$ cat src/mssd_pkg.sv
// shared constants for the masked standard deviation block
package mssd_pkg;
	localparam int SAMPLE_W = 16;
	localparam int DEV_W = 17;
	localparam int CNT_W = 9;
	localparam logic CFG_USE_NODATA = 1'b0;
	localparam logic CFG_NODATA_VALUE = 1'b1;
endpackage

$ cat src/mssd_front.sv
// front end: masks samples and accumulates sum, sum of squares and count
module mssd_front #(
	parameter int MAX_SAMPLES = 256,
	parameter int NW = 13,
	parameter int SUM_W = 29,
	parameter int SQ_W = 44
) (
	input  logic clk,
	input  logic arst_n,
	input  logic push,
	output logic full,
	input  logic signed [mssd_pkg::SAMPLE_W-1:0] sample,
	input  logic is_nan,
	input  logic last,
	input  logic use_nodata,
	input  logic [mssd_pkg::SAMPLE_W-1:0] nodata_value,
	input  logic q_full,
	output logic q_push,
	output logic signed [SUM_W-1:0] q_sum,
	output logic [SQ_W-1:0] q_sq,
	output logic [NW-1:0] q_n
);
	localparam int SAMPLE_W_L = mssd_pkg::SAMPLE_W;
	logic signed [SUM_W-1:0] sum_q;
	logic [SQ_W-1:0] sq_q;
	logic [NW-1:0] n_q;
	logic take, skip, add;
	logic [SAMPLE_W_L-1:0] mag;
	logic [2*SAMPLE_W_L-1:0] mag_sq;

	assign full = q_full;
	assign take = push && !full;
	assign skip = is_nan || (use_nodata && sample == nodata_value);
	assign add = !skip && (n_q < NW'(MAX_SAMPLES));
	assign mag = sample[SAMPLE_W_L-1] ? SAMPLE_W_L'(-sample) : SAMPLE_W_L'(sample);
	assign mag_sq = mag * mag;

	always_comb begin
		q_sum = sum_q;
		q_sq = sq_q;
		q_n = n_q;
		if (add) begin
			q_sum = sum_q + SUM_W'(sample);
			q_sq = sq_q + SQ_W'(mag_sq);
			q_n = n_q + NW'(1);
		end
	end
	assign q_push = take && last;

	always_ff @(posedge clk or negedge arst_n) begin
		if (!arst_n) begin
			sum_q <= '0;
			sq_q <= '0;
			n_q <= '0;
		end else if (take) begin
			if (last) begin
				sum_q <= '0;
				sq_q <= '0;
				n_q <= '0;
			end else begin
				sum_q <= q_sum;
				sq_q <= q_sq;
				n_q <= q_n;
			end
		end
	end
endmodule

$ cat src/mssd_back.sv
// back end: variance by restoring division, then bit-serial square root
module mssd_back #(
	parameter int NW = 13,
	parameter int SUM_W = 29,
	parameter int SQ_W = 44
) (
	input  logic clk,
	input  logic arst_n,
	input  logic q_empty,
	output logic q_pop,
	input  logic signed [SUM_W-1:0] q_sum,
	input  logic [SQ_W-1:0] q_sq,
	input  logic [NW-1:0] q_n,
	input  logic use_nodata,
	input  logic [mssd_pkg::SAMPLE_W-1:0] nodata_value,
	output logic empty,
	input  logic pop,
	output logic signed [mssd_pkg::DEV_W-1:0] deviation,
	output logic [mssd_pkg::CNT_W-1:0] used_count
);
	localparam int NUM_W = SQ_W + NW;
	localparam int DEN_W = 2 * NW;
	localparam int ABS_W = SUM_W;
	localparam int RT_W = (NUM_W + 1) / 2;
	localparam int ST_W = 3;
	localparam int CW = $clog2(NUM_W + 1);
	localparam logic [ST_W-1:0] S_IDLE = 3'd0, S_M1 = 3'd1, S_M2 = 3'd2,
		S_DIV = 3'd3, S_SQ = 3'd4, S_OUT = 3'd5;

	logic [ST_W-1:0] st_q;
	logic [NW-1:0] n_q;
	logic [ABS_W-1:0] abs_q;
	logic [SQ_W-1:0] sqin_q;
	logic [NUM_W-1:0] a_q, b_q;
	logic [DEN_W-1:0] den_q;
	logic [NUM_W-1:0] quo_q, rem_q;
	logic [CW-1:0] cnt_q;
	logic [NUM_W+1:0] v_q, root_q;
	logic [NUM_W+1:0] bit_q;
	logic signed [mssd_pkg::DEV_W-1:0] dev_q;
	logic [mssd_pkg::CNT_W-1:0] cntout_q;
	logic full_q;
	logic [NUM_W:0] trial;
	logic [NUM_W+1:0] rb;

	assign q_pop = (st_q == S_IDLE) && !q_empty;
	assign empty = !full_q;
	assign deviation = dev_q;
	assign used_count = cntout_q;
	assign trial = {rem_q, a_q[NUM_W-1]};
	assign rb = root_q + bit_q;

	always_ff @(posedge clk or negedge arst_n) begin
		if (!arst_n) begin
			st_q <= S_IDLE;
			full_q <= 1'b0;
		end else begin
			if (full_q && pop && st_q != S_OUT) full_q <= 1'b0;
			case (st_q)
				S_IDLE: if (!q_empty) begin
					n_q <= q_n;
					abs_q <= q_sum[SUM_W-1] ? ABS_W'(-q_sum) : ABS_W'(q_sum);
					sqin_q <= q_sq;
					st_q <= S_M1;
				end
				S_M1: begin
					a_q <= NUM_W'(n_q) * NUM_W'(sqin_q);
					b_q <= NUM_W'(abs_q) * NUM_W'(abs_q);
					den_q <= DEN_W'(n_q) * DEN_W'(n_q - NW'(1));
					st_q <= (n_q > NW'(1)) ? S_M2 : S_OUT;
					quo_q <= '0;
				end
				S_M2: begin
					a_q <= a_q - b_q;
					rem_q <= '0;
					cnt_q <= CW'(NUM_W);
					st_q <= S_DIV;
				end
				S_DIV: begin
					if (cnt_q == '0) begin
						v_q <= (NUM_W+2)'(quo_q);
						root_q <= '0;
						bit_q <= (NUM_W+2)'(1) << (2 * RT_W);
						st_q <= S_SQ;
					end else begin
						if (trial >= (NUM_W+1)'(den_q)) begin
							rem_q <= NUM_W'(trial - (NUM_W+1)'(den_q));
							quo_q <= {quo_q[NUM_W-2:0], 1'b1};
						end else begin
							rem_q <= NUM_W'(trial);
							quo_q <= {quo_q[NUM_W-2:0], 1'b0};
						end
						a_q <= a_q << 1;
						cnt_q <= cnt_q - CW'(1);
					end
				end
				S_SQ: begin
					if (bit_q == '0) begin
						st_q <= S_OUT;
					end else begin
						if (v_q >= rb) begin
							v_q <= v_q - rb;
							root_q <= (root_q >> 1) + bit_q;
						end else begin
							root_q <= root_q >> 1;
						end
						bit_q <= bit_q >> 2;
					end
				end
				S_OUT: if (!full_q || pop) begin
					if (n_q > NW'(1)) dev_q <= mssd_pkg::DEV_W'(root_q);
					else if (use_nodata) dev_q <= mssd_pkg::DEV_W'($signed(nodata_value));
					else dev_q <= '0;
					cntout_q <= mssd_pkg::CNT_W'(n_q);
					full_q <= 1'b1;
					st_q <= S_IDLE;
				end
				default: st_q <= S_IDLE;
			endcase
		end
	end
endmodule

$ cat src/masked_sample_std_deviation.sv
// masked sample standard deviation: accumulating front, divide and root back
// each pixel passes load, multiply, subtract, divide, root and output in order, or with
// under two samples load, multiply and output (defaults: 48-step divide, 25-step root)
// throughput: one sample per cycle unless full; back end takes one pixel at a time
// the front stalls whenever the two-entry queue is full
// reset zeroes accumulators, queue pointers and count, back end state and config
module masked_sample_std_deviation #(
	parameter int MAX_SAMPLES = 256
) (
	input  logic clk,
	input  logic arst_n,
	input  logic push,
	output logic full,
	input  logic signed [15:0] sample,
	input  logic is_nan,
	input  logic last,
	output logic empty,
	input  logic pop,
	output logic signed [16:0] deviation,
	output logic [8:0] used_count,
	input  logic cfg_we,
	input  logic cfg_index,
	input  logic [15:0] cfg_data
);
	localparam int NW = $clog2(MAX_SAMPLES + 1);
	localparam int SUM_W = 16 + NW;
	localparam int SQ_W = 30 + NW;
	localparam int QW = SUM_W + SQ_W + NW;

	logic use_nodata_q;
	logic [15:0] nodata_q;
	logic f_push, q_pop;
	logic signed [SUM_W-1:0] f_sum;
	logic [SQ_W-1:0] f_sq;
	logic [NW-1:0] f_n;
	logic [QW-1:0] ent_q [2];
	logic rd_q, wr_q;
	logic [1:0] cnt_q;
	logic [QW-1:0] head;

	always_ff @(posedge clk or negedge arst_n) begin
		if (!arst_n) begin
			use_nodata_q <= 1'b0;
			nodata_q <= '0;
		end else if (cfg_we) begin
			if (cfg_index == mssd_pkg::CFG_USE_NODATA) use_nodata_q <= cfg_data[0];
			else nodata_q <= cfg_data;
		end
	end

	mssd_front #(.MAX_SAMPLES(MAX_SAMPLES), .NW(NW), .SUM_W(SUM_W), .SQ_W(SQ_W)) u_front (
		.clk, .arst_n, .push, .full, .sample, .is_nan, .last,
		.use_nodata(use_nodata_q), .nodata_value(nodata_q),
		.q_full(cnt_q == 2'd2), .q_push(f_push), .q_sum(f_sum), .q_sq(f_sq), .q_n(f_n)
	);

	always_ff @(posedge clk or negedge arst_n) begin
		if (!arst_n) begin
			rd_q <= 1'b0;
			wr_q <= 1'b0;
			cnt_q <= '0;
		end else begin
			if (f_push) wr_q <= !wr_q;
			if (q_pop) rd_q <= !rd_q;
			cnt_q <= cnt_q + 2'(f_push) - 2'(q_pop);
		end
	end
	always_ff @(posedge clk) if (f_push) ent_q[wr_q] <= {f_sum, f_sq, f_n};
	assign head = ent_q[rd_q];

	mssd_back #(.NW(NW), .SUM_W(SUM_W), .SQ_W(SQ_W)) u_back (
		.clk, .arst_n, .q_empty(cnt_q == 2'd0), .q_pop,
		.q_sum(head[QW-1 -: SUM_W]), .q_sq(head[NW +: SQ_W]), .q_n(head[NW-1:0]),
		.use_nodata(use_nodata_q), .nodata_value(nodata_q),
		.empty, .pop, .deviation, .used_count
	);
endmodule
$ cat config.mk
export PLATFORM = sky130hd
export DESIGN_NAME = masked_sample_std_deviation
export DESIGN_NICKNAME = d
export VERILOG_FILES = /design/src/mssd_pkg.sv /design/src/mssd_front.sv /design/src/mssd_back.sv /design/src/masked_sample_std_deviation.sv
export SDC_FILE = /design/constraint.sdc
export NUM_CORES = 2
export LEC_CHECK = 0
export ABC_CLOCK_PERIOD_IN_PS = 31700
export BUFFER_PORTS_ARGS = -buffer_cell sky130_fd_sc_hd__clkbuf_2
export CAP_MARGIN = 25
export CORE_MARGIN = 2
export CORE_UTILIZATION = 35
export DETAILED_ROUTE_END_ITERATION = 7
export GPL_TIMING_DRIVEN = 0
export SLEW_MARGIN = 20
export SYNTH_ARGS = -nofsm -noshare
export SYNTH_HDL_FRONTEND = slang
export SYNTH_SLANG_ARGS = --single-unit
export TNS_END_PERCENT = 30
$ cat constraint.sdc
create_clock -name clk -period 31.7 [get_ports clk]
set_input_delay 4.755 -clock clk [delete_from_list [all_inputs] [get_ports clk]]
set_output_delay 4.755 -clock clk [all_outputs]
set_load 0.005 [all_outputs]
### After elaboration in Yosys (flattened, before gate mapping)

Memory sizes are Yosys's and may differ from the RTL's.
Cells that the tools add are included.

| cells by class | value |
|---|---|
| multipliers | 4 |
| equality and inequality tests | 15 |
| add/sub/neg operators | 14 |
| reductions and logical operators | 34 |
| muxes and demuxes | 42 |
| magnitude comparators | 4 |
| bitwise operators | 2 |

Operators by type and width:

| operator | count |
|---|---|
| $mux 50 | 8 |
| $pmux 50 s2 | 3 |
| $mux 48 | 4 |
| $pmux 48 s2 | 2 |
| $pmux 48 s3 | 1 |
| $mux 39 | 2 |
| $add 49x50->50 | 1 |
| $add 50x50->50 | 1 |
| $ge 50x50->1 | 1 |
| $logic_not 50->1 | 1 |
| $mux 25 | 2 |
| $sub 50x50->50 | 1 |
| $ge 49x18->1 | 1 |
| $mul 25x25->48 | 1 |
| $mul 9x39->48 | 1 |
| $sub 48x18->48 | 1 |
| $sub 48x48->48 | 1 |
| $add 39x32->39 | 1 |
| $mux 17 | 2 |
| $mul 16x16->32 | 1 |
| $add 25x16->25 | 1 |
| $neg 25->25 | 1 |
| $mux 24 | 1 |
| $mul 9x18->18 | 1 |
| 36 further kinds | 75 |

| storage, ports and cells | value |
|---|---|
| memories kept | 1 |
| input bits | 40 |
| output and inout port bits | 28 |
| RAM bits | 146 |
| register bits | 563 |
| word-level logic and storage cells | 141 |

Memories:

| name | words | width | read ports | clocked after memory_dff | write ports | RTL line | RTL |
|---|---|---|---|---|---|---|---|
| ent_q | 2 | 73 | 1 | 0 | 1 | masked_sample_std_deviation.sv:36 | `logic [QW-1:0] ent_q [2];` |

### Logic depth before layout (Yosys ltp)

| logic depth | value |
|---|---|
| word-level depth | 7 |
| mapped depth | 34 |
| depth with buffers taken out | 32 |

### Cells and area by module

From an unflattened synthesis, not the netlist that was laid out.

| second synthesis, totals | value |
|---|---|
| cells, all modules | 8,250 |
| area, all modules | 79,028.3 µm² |

By module, submodules not included:

| module | cells an instance | sequential area each (µm²) | instances | area each (µm²) |
|---|---|---|---|---|
| mssd_back | 6,335 | 13,252.7 | 1 | 58,890.2 |
| mssd_front | 1,635 | 1,826.8 | 1 | 13,754.4 |
| masked_sample_std_deviation | 280 | 4,909.7 | 1 | 6,383.6 |

### Worst setup path after synthesis

Ideal clock, no wire load.

| path | value |
|---|---|
| path type | in2reg |
| start point | in arst_n |
| end point | reg u_back.v_q[0], enable pin |
| data arrival time | 14.192 ns |
| buffers on the path | 0 |
| stages | 2 |
| data required time | 31.166 ns |
| path slack | 16.974 ns |
| cells stage by stage | a21boi_0 a21boi_0 |

| between the ends | value |
|---|---|
| cells in the longest elaborated chain, start to end | 1 |

RTL lines:

| element | RTL line | RTL |
|---|---|---|
| start: declaration | masked_sample_std_deviation.sv:11 | `input logic arst_n,` |
| $reduce_and 5->1 (no source line) | - |  |
| end signal: assignment | mssd_back.sv:81 | `v_q <= (NUM_W+2)'(quo_q);` |
| end signal: assignment | mssd_back.sv:102 | `v_q <= v_q - rb;` |
| end: declaration | mssd_back.sv:38 | `logic [NUM_W+1:0] v_q, root_q;` |

Every way passes these cells.
A chain may end at the register's enable or synchronous reset.

### Worst setup path after layout

| path | value |
|---|---|
| start point | in sample[0] |
| end point | mem ent_q[0][47] (netlist name) (data pin) |

| between the ends | value |
|---|---|
| cells in the longest elaborated chain, start to end | 6 |

RTL lines:

| element | RTL line | RTL |
|---|---|---|
| start: declaration | masked_sample_std_deviation.sv:14 | `input logic signed [15:0] sample,` |
| parallel branches: the longest is 5 deep, another holds $add 39x32->39 | - |  |
| $mux 39 (*) | mssd_front.sv:42 | `if (add) begin` |
| via f_sq[38] | masked_sample_std_deviation.sv:34 | `logic [SQ_W-1:0] f_sq;` |
| end: declaration | masked_sample_std_deviation.sv:36 |  |

Mark *: on every way through the listed nets, which the timed path passes.

==> results.yml <==
placed_design:
  io_buffer_count: 67
  pre_cts_ws_ns: 17.24
  hpwlAfterDp_microns: 176000
  place.gp.congestion: 0.935
die:
  initial_core_util_pct: 35.1
  fp-row-count: 173
  die_w_microns: 475
  core_area_sq_um: 222000
  die-area_sq_um: 226000
  die_h_microns: 475
  io_pins: 68
critical_path:
  reg2reg_depth: 25
  startpoint_type: "input port"
  endpoint_kind: "flip-flop"
  crit_slowest_cell: "xor2_1"
  crit_arrival_ns: 14.27
  reg2reg_setup_slack_ns: 22.60
  rr_endpoint: "u_back.b_q[47]$_DFFE_PP_"
  crit_fanout: 10
  critPathKind: "in -> reg"
  crit_start: "sample[0]"
  crit_required_ns: 32.11
  cp_common_cell: "fa_1"
  crit_buf_inv: 9
  reg2reg_from: "u_back.abs_q[9]$_DFFE_PP_"
  cp_top_family: "adder cells"
  crit_path_max_incr_delay_ns: 0.81
routing:
  wl_microns: 217000
  wl_per_cell_microns: 19.1
  via_per_inst: 5.10
  dr_total_vias: 58000
  first_pass_iters: 7
  drt_iter0_drc: 3978
  antenna_left: 0
  drc: 0
yosys:
  syn_inst: 8123
  synth_compound_area_share_pct: 10.9
  yosysUniqueCellTypes: 82
  synth_xor_area_share_pct: 5.07
  synth_flop_cell: "edfxtp_1"
  synth_edf_count: 584
  muxShareOfSynthArea_pct: 1.40
  yosys_warnings: 0
  yosysSeqAreaShare_pct: 25.7
  syn_avg_cell_area_sq_um: 9.58
  synth-adder-area-share_pct: 35.0
  async_reset_ff_share_pct: 14.4
  ys_ff_latch: 682
  synth_top_family_by_area: "adder cells"
  synth-simple-area-share_pct: 13.7
  netlist_area_sq_um: 77800
clocking:
  holdBufCountCts: 0
  ctsLongestPathBuffers: 3
  post_cts_buffers: 0
  h-tree-depth: 3
  clock-sinks: 682
  cts_buffers: 81
  insertion_delay_ns: 0.73
  cts_root_buf: "clkbuf_16"
  clkTransAtPathRegs_ns: 0.06
  cts_tree: "done"
  post_cts_resized: 0
flow_run:
  maxCapViolCount: 0
cells_and_area:
  final_common_cell: "inv_1"
  finalNetCount: 9938
  drive_gt1_share_pct: 4.09
  area_delta_synth_final_pct: 9.87
  fillers: 22100
  final_cell_mix: "inv_1, fa_1, nand2_1"
outcome:
  status: "complete, no violations"
sta:
  fin_setup_tns_ns: 0
  worstMarginPinSlew_ns: 1.14
  hold_viol_final: 0
  max_slew_margin_pct: 24.3
  setup_ws_ns: 17.84
  setup_violations: 0
  period_minus_slack_ns: 13.86
  slew_viol_final: 0
  max_freq_mhz: 72.2
  rsz0062_at_grt: "false"
  min_period_over_period_pct: 43.7
  finalClockSkew_ns: 0.0558
global_routing:
  gr-total-overflow: 0
  grt_max_degree: 86
  track_usage_pct: 19.1
  antenna_found_initial: 1
  grt_first_pass_wirelength_microns: 340000
  grt_pass1_vias: 60100
worst_hold_path:
  hold_depth: 1
  hold_start: "cnt_q[1]$_DFF_PN0_"
  hp-class: "reg -> reg"
  holdPathEnd: "cnt_q[1]$_DFF_PN0_"
==> Yosys cell counts, drive strengths merged, types with 18 or more instances <==
cell	count	area [sq um]
a22o	30	263
dfrtp	98	2450
and3	116	726
nand3	75	375
or3	30	188
xor2	183	1600
a21boi	20	150
nand2b	78	488
clkbuf	275	1030
o31ai	23	178
o211ai	18	135
mux2	72	811
nor2	422	1580
inv	1373	5150
buf	50	191
edfxtp	584	17500
a31oi	68	425
xnor2	267	2340
fa	994	19900
mux2i	28	280
ha	585	7320
a21oi	351	1760
o21ai	349	1750
a21o	171	1280
a211oi	56	420
nand2	950	3570
nor3	75	375
nor2b	85	532
nand4	55	344
nor4	31	194
o21bai	53	398
o21a	43	323
and2	296	1850
==> sequential cells by signal, indices dropped and copies added, names as in the netlist, 17 cells and up <==
register and cells:
ent_q 146, u_back.root_q 50, u_back.v_q 50, u_back.a_q 48, u_back.quo_q 48, u_back.rem_q 48, u_back.b_q 47, u_back.sqin_q 39
u_front.sq_q 39, u_back.abs_q 25, u_back.bit_q 25, u_front.sum_q 25, u_back.den_q 17, u_back.deviation 17
==> logic make-up after synthesis <==
group,Yosys count
multiplexers,100
AND/OR/NAND/NOR,2270
buffers and inverters,1702
flip-flops,682
XOR/XNOR,450
other,2
AO/OA/AOI/OAI,1338
adder cells (fa/ha/maj),1579
==> layout make-up <==
type	instances	area [sq um]	area share, %
Inverter	1377	5170	6.05
Antenna cell	1	2.50	0.00293
Sequential cell	682	20000	23.4
Multi-Input combinational cell	5763	51600	60.4
Buffer	325	1220	1.43
Timing Repair Buffer	89	833	0.975
Tap cell	2975	3720	4.36
Clock buffer	96	2110	2.47
Clock inverter	55	823	0.963
==> metal layers <==
metal,vias up,track usage (%),share of wire [%],wire [microns]
li1,26900,-,-,-
met1,28900,26.1,44,96400
met2,1817,31.8,47,101000
met3,349,2.41,6.1,13100
met4,2,5.37,2.7,5760
met5,-,0,0.0060,13
==> stage by stage <==
stage	hold slack (ns)	cells	area (sq um)	util, %
6_report	0.520	11400	85500	38.6
5_1_grt	0.529	11400	85500	38.6
4_1_cts	0.520	11400	85400	38.5
3_5_place_dp	0.508	11200	82500	37.2
3_3_place_gp	0.477	11200	81900	37.0
2_1_floorplan	0.460	8147	77900	-
==> worst register-to-register path, stage by stage, from the launching register on <==
cell,delay [ns]
edfxtp_1,0.39
clkbuf_1,0.59
clkbuf_1,0.74
nand2_1,0.22
fa_1,0.56
fa_1,0.53
inv_1,0.06
fa_1,0.50
inv_1,0.06
fa_1,0.48
fa_1,0.52
fa_1,0.50
inv_1,0.06
fa_1,0.47
ha_1,0.40
a21o_1,0.23
a21o_1,0.18
a21o_1,0.20
a311o_1,0.42
a21o_1,0.32
a221o_1,0.41
a41oi_1,0.33
o21a_1,0.25
o211ai_1,0.12
a31oi_1,0.22
xnor2_1,0.09
==> worst max-delay path by stage <==
| stage | slack (ns) | depth (start not counted) | endpoint |
|---|---|---|---|
| after floorplan | 16.97 | 2 | u_back.v_q[0]$_DFFE_PP_ |
| after global placement | 9.44 | 3 | u_back.v_q[41]$_DFFE_PP_ |
| after detailed placement | 17.24 | 29 | ent_q[0][47]$_DFFE_PP_ |
| after CTS | 17.97 | 29 | ent_q[0][47]$_DFFE_PP_ |
| after global routing | 17.37 | 29 | ent_q[0][47]$_DFFE_PP_ |
| final | 17.84 | 29 | ent_q[0][47]$_DFFE_PP_ |
Power is left out: the tool's default activity adds up to more than one toggle a clock period on the data nets, which glitch-free logic cannot reach.
